File: src/rtl/core/imucf_pkg.sv
// imucf_pkg: shared types and constants for the IMU complementary filter.
// Holds the sequencer state type, fixed arithmetic constants and the arctan table.
// No dependencies.
package imucf_pkg;

    typedef enum logic [3:0] {
        S_IDLE,
        S_RMUL,
        S_DINIT,
        S_DIV,
        S_DEND,
        S_C1INIT,
        S_C1,
        S_GAIN,
        S_C2INIT,
        S_C2,
        S_C2END,
        S_B1,
        S_B2,
        S_B3,
        S_FIN
    } state_t;

    localparam int MAX_STEPS = 24;
    localparam logic [18:0] RATE_DEN = 19'd131000;
    localparam logic [18:0] RATE_DEN2 = 19'd262000;
    localparam logic [39:0] RATE_HALF = 40'd65500;
    // floor(2^39 / RATE_DEN); quotient estimate is low by at most two
    localparam logic [23:0] RATE_RECIP = 24'd4196609;
    localparam logic [17:0] INV_GAIN_Q16 = 18'd39797;
    localparam logic [16:0] ALPHA_ONE = 17'h10000;
    localparam logic [15:0] ALPHA_RESET = 16'd62915;

    localparam logic [1:0] REG_OFFSET_X = 2'd0;
    localparam logic [1:0] REG_OFFSET_Y = 2'd1;
    localparam logic [1:0] REG_OFFSET_Z = 2'd2;
    localparam logic [1:0] REG_ALPHA = 2'd3;

    // atan(2^-i) in 2^-16 degree
    function automatic logic [22:0] atan_tab(input logic [4:0] idx);
        logic [22:0] v;
        case (idx)
            5'd0: v = 23'd2949120;
            5'd1: v = 23'd1740967;
            5'd2: v = 23'd919879;
            5'd3: v = 23'd466945;
            5'd4: v = 23'd234379;
            5'd5: v = 23'd117304;
            5'd6: v = 23'd58666;
            5'd7: v = 23'd29335;
            5'd8: v = 23'd14668;
            5'd9: v = 23'd7334;
            5'd10: v = 23'd3667;
            5'd11: v = 23'd1833;
            5'd12: v = 23'd917;
            5'd13: v = 23'd458;
            5'd14: v = 23'd229;
            5'd15: v = 23'd115;
            5'd16: v = 23'd57;
            5'd17: v = 23'd29;
            5'd18: v = 23'd14;
            5'd19: v = 23'd7;
            5'd20: v = 23'd4;
            5'd21: v = 23'd2;
            5'd22: v = 23'd1;
            default: v = 23'd0;
        endcase
        return v;
    endfunction

endpackage

File: src/rtl/core/imu_complementary_filter_top.sv
// imu_complementary_filter_top: roll/pitch/yaw complementary filter, one word per sample.
// The second CORDIC pass of a tilt is skipped when its vector is zero; the next sample is taken
// in the same cycle that the result is out.
// Built around one shared multiplier (rate scaling by reciprocal, gain, blend) and one shared
// CORDIC datapath; the output register lets the next sample enter while a result waits.
// Reset clears angle state, offsets to 0 and alpha to 0.96. Depends on imucf_pkg.
module imu_complementary_filter_top
    import imucf_pkg::*;
#(
    parameter int CORDIC_STEPS = 16
)
(
    input  logic               clk,
    input  logic               rst_n,
    input  logic               sample_valid,
    output logic               sample_stall,
    input  logic signed [15:0] accel_x,
    input  logic signed [15:0] accel_y,
    input  logic signed [15:0] accel_z,
    input  logic signed [15:0] gyro_x,
    input  logic signed [15:0] gyro_y,
    input  logic signed [15:0] gyro_z,
    input  logic        [15:0] elapsed_ms,
    output logic               angle_valid,
    input  logic               angle_stall,
    output logic signed [23:0] roll_angle,
    output logic signed [23:0] pitch_angle,
    output logic signed [31:0] yaw_angle,
    input  logic               cfg_valid,
    output logic               cfg_ready,
    input  logic        [1:0]  cfg_index,
    input  logic        [15:0] cfg_data
);

    localparam int STEPS = (CORDIC_STEPS > MAX_STEPS) ? MAX_STEPS : CORDIC_STEPS;
    localparam logic [4:0] CORD_LAST = 5'(STEPS - 1);

    state_t state_reg, state_next;
    logic [1:0] axis_reg, axis_next;
    logic [4:0] cnt_reg, cnt_next;

    logic signed [15:0] off_x_reg, off_y_reg, off_z_reg;
    logic [15:0] alpha_reg;

    logic signed [15:0] ax_reg, ax_next, ay_reg, ay_next, az_reg, az_next;
    logic [15:0] ms_reg, ms_next;
    logic signed [16:0] diff_reg [3];
    logic signed [16:0] diff_next [3];
    logic signed [23:0] d_reg [3];
    logic signed [23:0] d_next [3];
    logic signed [45:0] prod_reg, prod_next, sum_reg, sum_next;
    logic [18:0] rem_reg, rem_next;
    logic [22:0] quo_reg, quo_next;
    logic signed [27:0] x_reg, x_next, y_reg, y_next;
    logic signed [24:0] z_reg, z_next;
    logic signed [15:0] tilt_reg [2];
    logic signed [15:0] tilt_next [2];
    logic signed [23:0] roll_reg, roll_next, pitch_reg, pitch_next;
    logic signed [31:0] yaw_reg, yaw_next;
    logic signed [23:0] roll_out_reg, roll_out_next, pitch_out_reg, pitch_out_next;
    logic signed [31:0] yaw_out_reg, yaw_out_next;
    logic out_valid_reg, out_valid_next;

    logic signed [33:0] mul_a;
    logic signed [23:0] mul_b;
    logic signed [57:0] mul_p;

    logic signed [16:0] diff_sel;
    logic [16:0] diff_mag;
    logic signed [23:0] d_sel, old_sel;
    logic signed [24:0] s_sum;
    logic signed [16:0] num_sel, a_sel, b_abs;
    logic [39:0] dvd;
    logic [39:0] rem_full;
    logic [22:0] quo_fix;
    logic signed [27:0] xs, ys;
    logic signed [24:0] at;
    logic signed [45:0] r_full, v_full;
    logic signed [29:0] v_sh;
    logic signed [23:0] v_sat;
    logic signed [32:0] yaw_sum;
    logic signed [31:0] yaw_sat;
    logic out_free;

    assign sample_stall = (state_reg != S_IDLE);
    assign cfg_ready = 1'b1;
    assign angle_valid = out_valid_reg;
    assign roll_angle = roll_out_reg;
    assign pitch_angle = pitch_out_reg;
    assign yaw_angle = yaw_out_reg;
    assign out_free = !out_valid_reg || !angle_stall;

    assign mul_p = mul_a * mul_b;

    always_comb
    begin
        diff_sel = diff_reg[axis_reg];
        diff_mag = diff_sel[16] ? 17'(-diff_sel) : 17'(diff_sel);
        d_sel = d_reg[axis_reg];
        old_sel = axis_reg[0] ? pitch_reg : roll_reg;
        s_sum = 25'(old_sel) + 25'(d_sel);
        num_sel = axis_reg[0] ? -17'(ax_reg) : 17'(ay_reg);
        a_sel = axis_reg[0] ? 17'(ay_reg) : 17'(ax_reg);
        b_abs = az_reg[15] ? -17'(az_reg) : 17'(az_reg);
        dvd = {prod_reg[32:0], 7'b0} + RATE_HALF;
        rem_full = dvd - mul_p[39:0];
        quo_fix = quo_reg + 23'(rem_reg >= RATE_DEN) + 23'(rem_reg >= RATE_DEN2);
        xs = x_reg >>> cnt_reg;
        ys = y_reg >>> cnt_reg;
        at = 25'(atan_tab(cnt_reg));
        r_full = (prod_reg + 46'sd32768) >>> 16;
        v_full = sum_reg + prod_reg + 46'sd32768;
        v_sh = v_full[45:16];
        if (v_sh > 30'sd8388607)
            v_sat = 24'sh7FFFFF;
        else if (v_sh < -30'sd8388608)
            v_sat = -24'sh800000;
        else
            v_sat = v_sh[23:0];
        yaw_sum = 33'(yaw_reg) + 33'(d_reg[2]);
        if (yaw_sum > 33'sh07FFFFFFF)
            yaw_sat = 32'sh7FFFFFFF;
        else if (yaw_sum < -33'sh080000000)
            yaw_sat = -32'sh80000000;
        else
            yaw_sat = yaw_sum[31:0];
    end

    always_comb
    begin
        case (state_reg)
            S_RMUL:
            begin
                mul_a = 34'(diff_mag);
                mul_b = {8'b0, ms_reg};
            end
            S_DINIT:
            begin
                mul_a = {1'b0, prod_reg[32:0]};
                mul_b = RATE_RECIP;
            end
            S_DIV:
            begin
                mul_a = {11'b0, quo_reg};
                mul_b = {5'b0, RATE_DEN};
            end
            S_GAIN:
            begin
                mul_a = 34'(x_reg);
                mul_b = {6'b0, INV_GAIN_Q16};
            end
            S_B1:
            begin
                mul_a = 34'(s_sum);
                mul_b = {8'b0, alpha_reg};
            end
            S_B2:
            begin
                mul_a = 34'(tilt_reg[axis_reg[0]]);
                mul_b = {7'b0, ALPHA_ONE - {1'b0, alpha_reg}};
            end
            default:
            begin
                mul_a = '0;
                mul_b = '0;
            end
        endcase
    end

    always_comb
    begin
        state_next = state_reg;
        case (state_reg)
            S_IDLE:   if (sample_valid) state_next = S_RMUL;
            S_RMUL:   state_next = S_DINIT;
            S_DINIT:  state_next = S_DIV;
            S_DIV:    state_next = S_DEND;
            S_DEND:   state_next = (axis_reg == 2'd2) ? S_C1INIT : S_RMUL;
            S_C1INIT: state_next = S_C1;
            S_C1:     if (cnt_reg == CORD_LAST) state_next = S_GAIN;
            S_GAIN:   state_next = S_C2INIT;
            S_C2INIT:
            begin
                if (r_full == 46'sd0 && num_sel == 17'sd0)
                    state_next = S_C2END;
                else
                    state_next = S_C2;
            end
            S_C2:     if (cnt_reg == CORD_LAST) state_next = S_C2END;
            S_C2END:  state_next = axis_reg[0] ? S_B1 : S_C1INIT;
            S_B1:     state_next = S_B2;
            S_B2:     state_next = S_B3;
            S_B3:     state_next = axis_reg[0] ? S_FIN : S_B1;
            S_FIN:    if (out_free) state_next = S_IDLE;
            default:  state_next = S_IDLE;
        endcase
    end

    always_comb
    begin
        axis_next = axis_reg;
        cnt_next = cnt_reg;
        ax_next = ax_reg;
        ay_next = ay_reg;
        az_next = az_reg;
        ms_next = ms_reg;
        diff_next = diff_reg;
        d_next = d_reg;
        prod_next = prod_reg;
        sum_next = sum_reg;
        rem_next = rem_reg;
        quo_next = quo_reg;
        x_next = x_reg;
        y_next = y_reg;
        z_next = z_reg;
        tilt_next = tilt_reg;
        roll_next = roll_reg;
        pitch_next = pitch_reg;
        yaw_next = yaw_reg;
        roll_out_next = roll_out_reg;
        pitch_out_next = pitch_out_reg;
        yaw_out_next = yaw_out_reg;
        out_valid_next = out_valid_reg && angle_stall;
        case (state_reg)
            S_IDLE:
            begin
                ax_next = accel_x;
                ay_next = accel_y;
                az_next = accel_z;
                ms_next = elapsed_ms;
                diff_next[0] = 17'(gyro_x) - 17'(off_x_reg);
                diff_next[1] = 17'(gyro_y) - 17'(off_y_reg);
                diff_next[2] = 17'(gyro_z) - 17'(off_z_reg);
                axis_next = 2'd0;
            end
            S_RMUL:
                prod_next = mul_p[45:0];
            S_DINIT:
                quo_next = mul_p[54:32];
            S_DIV:
                rem_next = rem_full[18:0];
            S_DEND:
            begin
                d_next[axis_reg] = diff_sel[16] ? -24'({1'b0, quo_fix})
                                                : 24'({1'b0, quo_fix});
                axis_next = (axis_reg == 2'd2) ? 2'd0 : axis_reg + 2'd1;
            end
            S_C1INIT:
            begin
                x_next = 28'({b_abs, 8'b0});
                y_next = 28'(a_sel) <<< 8;
                z_next = '0;
                cnt_next = 5'd0;
            end
            S_C1, S_C2:
            begin
                if (!y_reg[27])
                begin
                    x_next = x_reg + ys;
                    y_next = y_reg - xs;
                    z_next = z_reg + at;
                end
                else
                begin
                    x_next = x_reg - ys;
                    y_next = y_reg + xs;
                    z_next = z_reg - at;
                end
                cnt_next = cnt_reg + 5'd1;
            end
            S_GAIN:
                prod_next = mul_p[45:0];
            S_C2INIT:
            begin
                x_next = r_full[27:0];
                y_next = 28'(num_sel) <<< 8;
                z_next = '0;
                cnt_next = 5'd0;
            end
            S_C2END:
            begin
                tilt_next[axis_reg[0]] = 16'((z_reg + 25'sd256) >>> 9);
                axis_next = axis_reg[0] ? 2'd0 : 2'd1;
            end
            S_B1:
                prod_next = mul_p[45:0];
            S_B2:
            begin
                sum_next = prod_reg;
                prod_next = mul_p[45:0];
            end
            S_B3:
            begin
                if (axis_reg[0])
                    pitch_next = v_sat;
                else
                    roll_next = v_sat;
                axis_next = 2'd1;
            end
            S_FIN:
            begin
                if (out_free)
                begin
                    yaw_next = yaw_sat;
                    roll_out_next = roll_reg;
                    pitch_out_next = pitch_reg;
                    yaw_out_next = yaw_sat;
                    out_valid_next = 1'b1;
                end
            end
            default:
            begin
                cnt_next = cnt_reg;
            end
        endcase
    end

    always_ff @(posedge clk or negedge rst_n)
    begin
        if (!rst_n)
        begin
            state_reg <= S_IDLE;
            axis_reg <= '0;
            cnt_reg <= '0;
            roll_reg <= '0;
            pitch_reg <= '0;
            yaw_reg <= '0;
            out_valid_reg <= 1'b0;
            off_x_reg <= '0;
            off_y_reg <= '0;
            off_z_reg <= '0;
            alpha_reg <= ALPHA_RESET;
        end
        else
        begin
            state_reg <= state_next;
            axis_reg <= axis_next;
            cnt_reg <= cnt_next;
            roll_reg <= roll_next;
            pitch_reg <= pitch_next;
            yaw_reg <= yaw_next;
            out_valid_reg <= out_valid_next;
            if (cfg_valid && cfg_ready)
            begin
                case (cfg_index)
                    REG_OFFSET_X: off_x_reg <= cfg_data;
                    REG_OFFSET_Y: off_y_reg <= cfg_data;
                    REG_OFFSET_Z: off_z_reg <= cfg_data;
                    REG_ALPHA:    alpha_reg <= cfg_data;
                    default:      alpha_reg <= alpha_reg;
                endcase
            end
        end
    end

    always_ff @(posedge clk)
    begin
        ax_reg <= ax_next;
        ay_reg <= ay_next;
        az_reg <= az_next;
        ms_reg <= ms_next;
        diff_reg <= diff_next;
        d_reg <= d_next;
        prod_reg <= prod_next;
        sum_reg <= sum_next;
        rem_reg <= rem_next;
        quo_reg <= quo_next;
        x_reg <= x_next;
        y_reg <= y_next;
        z_reg <= z_next;
        tilt_reg <= tilt_next;
        roll_out_reg <= roll_out_next;
        pitch_out_reg <= pitch_out_next;
        yaw_out_reg <= yaw_out_next;
    end

endmodule
File: config.mk
export PLATFORM = sky130hd
export DESIGN_NAME = imu_complementary_filter_top
export DESIGN_NICKNAME = d
export VERILOG_FILES = /design/src/rtl/core/imucf_pkg.sv /design/src/rtl/core/imu_complementary_filter_top.sv
export SDC_FILE = /design/constraint.sdc
export NUM_CORES = 2
export LEC_CHECK = 0
export BUFFER_PORTS_ARGS = -buffer_cell sky130_fd_sc_hd__buf_2
export CORE_MARGIN = 4
export CORE_UTILIZATION = 25
export DETAILED_ROUTE_END_ITERATION = 12
export RECOVER_POWER = 100
export SLEW_MARGIN = 0
export SYNTH_ARGS = -nofsm -noshare
export SYNTH_HDL_FRONTEND = slang
export SYNTH_SLANG_ARGS = --single-unit
File: constraint.sdc
create_clock -name clk -period 11.9 [get_ports clk]
set_input_delay 0.595 -clock clk [delete_from_list [all_inputs] [get_ports clk]]
set_output_delay 0.595 -clock clk [all_outputs]
set_load 0.01 [all_outputs]
==> metrics.yaml <==
critical_path_arrival_ns: 11.83
clock_skew_ns: 0.0466
drc_errors: 0
std_cell_rows: 191
postRouteWirelength_microns: 237000
start_util_pct: 25.2
hold_violations: 0
ys_seq_area_share_pct: 28.1
maxSlewHeadroom_pct: -186
ant_nets: 0
wl_per_cell_microns: 21.7
synth-main-ff-cell: "edfxtp_1"
yosysTopAreaCell: "edfxtp_1"
final_util_pct: 28.1
clockRootBuffer: "clkbuf_16"
peakVddDrop_mv: 0.0864
cts_made_buffers: 77
place.gp.congestion: 0.975
status: "complete, but fails checks"
tns_ns: 0
dp_hpwl_microns: 190000
start_kind: "flop"
switching_share_pct: 24.3
vias_per_cell: 5.02
combPwrFrac_pct: 6.6
cts_tree: "yes"
drv_slew: 758
grt_usage_pct: 16.3
die_w_microns: 531
hp-class: "input port to flop"
drive_gt1_share_pct: 8.48
rsz0062_at_grt: "false"
grt_pass1_wl_microns: 354000
stdcell_area_sq_um: 76300
clkSlewWorstSetupHoldPaths_ns: 0.06
wl_met2_microns: 106000
htree_num_levels: 3
finalCriticalPeriod_ns: 11.43
synth_edf_count: 511
clock_path_buffers: 3
port_buffers: 216
crit_required_ns: 12.30
ios: 218
drt-met1-wl_microns: 99200
drt_pass1_iterations: 9
p_int_mw: 4.02
core-area_sq_um: 272000
slowest_delay_ns: 0.59
top_layer: "met4"
cp_top_family: "adder cells"
die-area_sq_um: 282000
area_delta_synth_final_pct: 11.4
grt_pass1_vias: 54845
cp_max_fo: 22
setup_violations: 0
reg2reg_slack_ns: 0.47
overflow: 0
fin_crit_sh_pct: 96.0
drtIter0Drc: 5322
synth.top_cells.by_area: "edfxtp_1 (22%), fa_1 (18%), ha_1 (9.6%), inv_1 (5.6%), dfrtp_1 (5.3%)"
end_kind: "flop"
placed_cell_area_sq_um: 74100
path_buf_inv: 7
synth.avg_cell_area_sq_um: 9.53
clockPowerShare_pct: 44.7
cpMostUsedCell: "fa_1"
syn_nets: 8448
dr_wl_met3_microns: 19400
vias: 55033
grt_max_degree: 73
fmax_mhz: 87.5
cp_slowest_cell: "or4b_1"
synthesis.area_sq_um: 68500
synth-seq-cells: 667
pwr-share-seq_pct: 48.8
async_reset_ff_share_pct: 23.4
fp.dieH_microns: 531
synth_warnings: 0
max_cap_violations: 18
clk_latency_ns: 0.70
cts.sinks: 667
nets: 8587
tightestPinTransition_ns: 4.28
largest_register_ffs: 72
power_switching_mw: 1.29
power.density_nw_per_um2: 69.5
yosys.cell_types.count: 108
crit_type: "flop to flop"
violations: "capacitance limit, slew limit"
antenna_found_initial: 18
leakage_nw: 32.9
synth_top_area_share_pct: 22.4
syn-instance-count: 7186
## what timing repair did
| action | CTS | global route |
|---|---|---|
| gates resized for setup | 0 | 17 |
| hold endpoints to repair | 54 | 0 |
| setup endpoints to repair | 0 | 23 |
| buffers inserted | 0 | 3 |
| hold buffers | 1 | 0 |
## cells in the mapped netlist (35+ instances only)
| cell | count |
|---|---|
| o22ai_1 | 35 |
| nor2_1 | 575 |
| mux2i_1 | 110 |
| nor4_1 | 36 |
| nand4_1 | 48 |
| nand3_1 | 105 |
| a21o_1 | 105 |
| o21ai_0 | 290 |
| xor2_1 | 153 |
| ha_1 | 523 |
| and2_1 | 79 |
| mux2_2 | 97 |
| edfxtp_1 | 511 |
| clkbuf_1 | 248 |
| nor3_1 | 106 |
| inv_1 | 1017 |
| nand2_1 | 766 |
| fa_1 | 604 |
| a21boi_0 | 37 |
| dfrtp_1 | 146 |
| o221ai_1 | 55 |
| a21oi_1 | 339 |
| a211oi_1 | 38 |
| a31oi_1 | 54 |
| nand2b_1 | 55 |
| o21a_1 | 61 |
| nor2b_1 | 70 |
| mux4_2 | 68 |
| xnor2_1 | 255 |
| or3_1 | 35 |
| and3_1 | 57 |
| o21bai_1 | 35 |
## logic make-up after synthesis
logic type,after synthesis,synth area share (%)
buffers and inverters,1327,7.47
other,1,0.00547
XOR/XNOR,408,5.22
multiplexers,280,5.62
AND/OR/NAND/NOR,2043,13.6
AO/OA/AOI/OAI,1327,12.6
adder cells (fa/ha/maj),1133,27.3
flip-flops,667,28.1
## final cells by class
class | instances | area, sq um
Multi-Input combinational cell | 5192 | 44300
Clock inverter | 37 | 418
Tap cell | 3570 | 4470
Inverter | 1023 | 3840
Sequential cell | 667 | 19300
Antenna cell | 4 | 10.0
Clock buffer | 103 | 2060
Timing Repair Buffer | 364 | 1970
Fill cell | 28373 | 195000
## power by group through the flow
stage	Combinational, mW	Sequential, mW	Clock, mW
5_1_grt	0.396	2.59	2.52
4_1_cts	0.352	2.59	2.43
2_1_floorplan	0.241	2.62	0
3_5_place_dp	0.349	2.64	0
3_3_place_gp	0.335	2.63	0
6_report	0.348	2.59	2.37
## per-stage QoR
| step | instances | total power [mW] | hold WS, ns | setup slack [ns] |
|---|---|---|---|---|
| 5_1_grt | 10957 | 5.51 | 0.0421 | 0.00832 |
| 3_5_place_dp | 10812 | 2.99 | 0.459 | 0.168 |
| 2_1_floorplan | 7186 | 2.86 | 0.299 | 0.0480 |
| 3_3_place_gp | 10812 | 2.97 | 0.458 | 0.282 |
| 6_report | 10960 | 5.31 | 0.0780 | 0.473 |
| 4_1_cts | 10953 | 5.37 | 0.0188 | 0.120 |
## cell usage in the layout (no fill, tap or decap), types with 104 or more instances in the layout
| master | netlist | final |
|---|---|---|
| dfrtp_1 | 146 | 143 |
| nor2_1 | 575 | 569 |
| o21ai_0 | 290 | 290 |
| buf_4 | 3 | 113 |
| nand3_1 | 105 | 104 |
| buf_2 | 16 | 114 |
| a21o_1 | 105 | 105 |
| ha_1 | 523 | 523 |
| edfxtp_1 | 511 | 511 |
| clkbuf_1 | 248 | 154 |
| fa_1 | 604 | 604 |
| a21oi_1 | 339 | 337 |
| nor3_1 | 106 | 105 |
| xnor2_1 | 255 | 255 |
| nand2_1 | 766 | 766 |
| mux2i_1 | 110 | 109 |
| inv_1 | 1017 | 1015 |
| xor2_1 | 153 | 153 |
## routing by layer
layer  GRT usage, %  vias up
li1               -    24766
met1           21.6    27352
met2           25.9     2455
met3           2.89      460
met4           7.30        0
met5              0        -
## final timing paths
path | startpoint | endpoint | cells past startpoint
max | axis_reg[1] | quo_reg[19] | 37
min | accel_x[15] | ax_reg[15] | 1
max reg2reg | axis_reg[1] | quo_reg[19] | 37
min reg2reg | pitch_reg[16] | pitch_angle[16] | 0
max in group asynchronous | rst_n | pitch_reg[23] | 4
min in group asynchronous | rst_n | off_z_reg[4] | 2
Note: power is estimated with default switching activity, not from simulation.
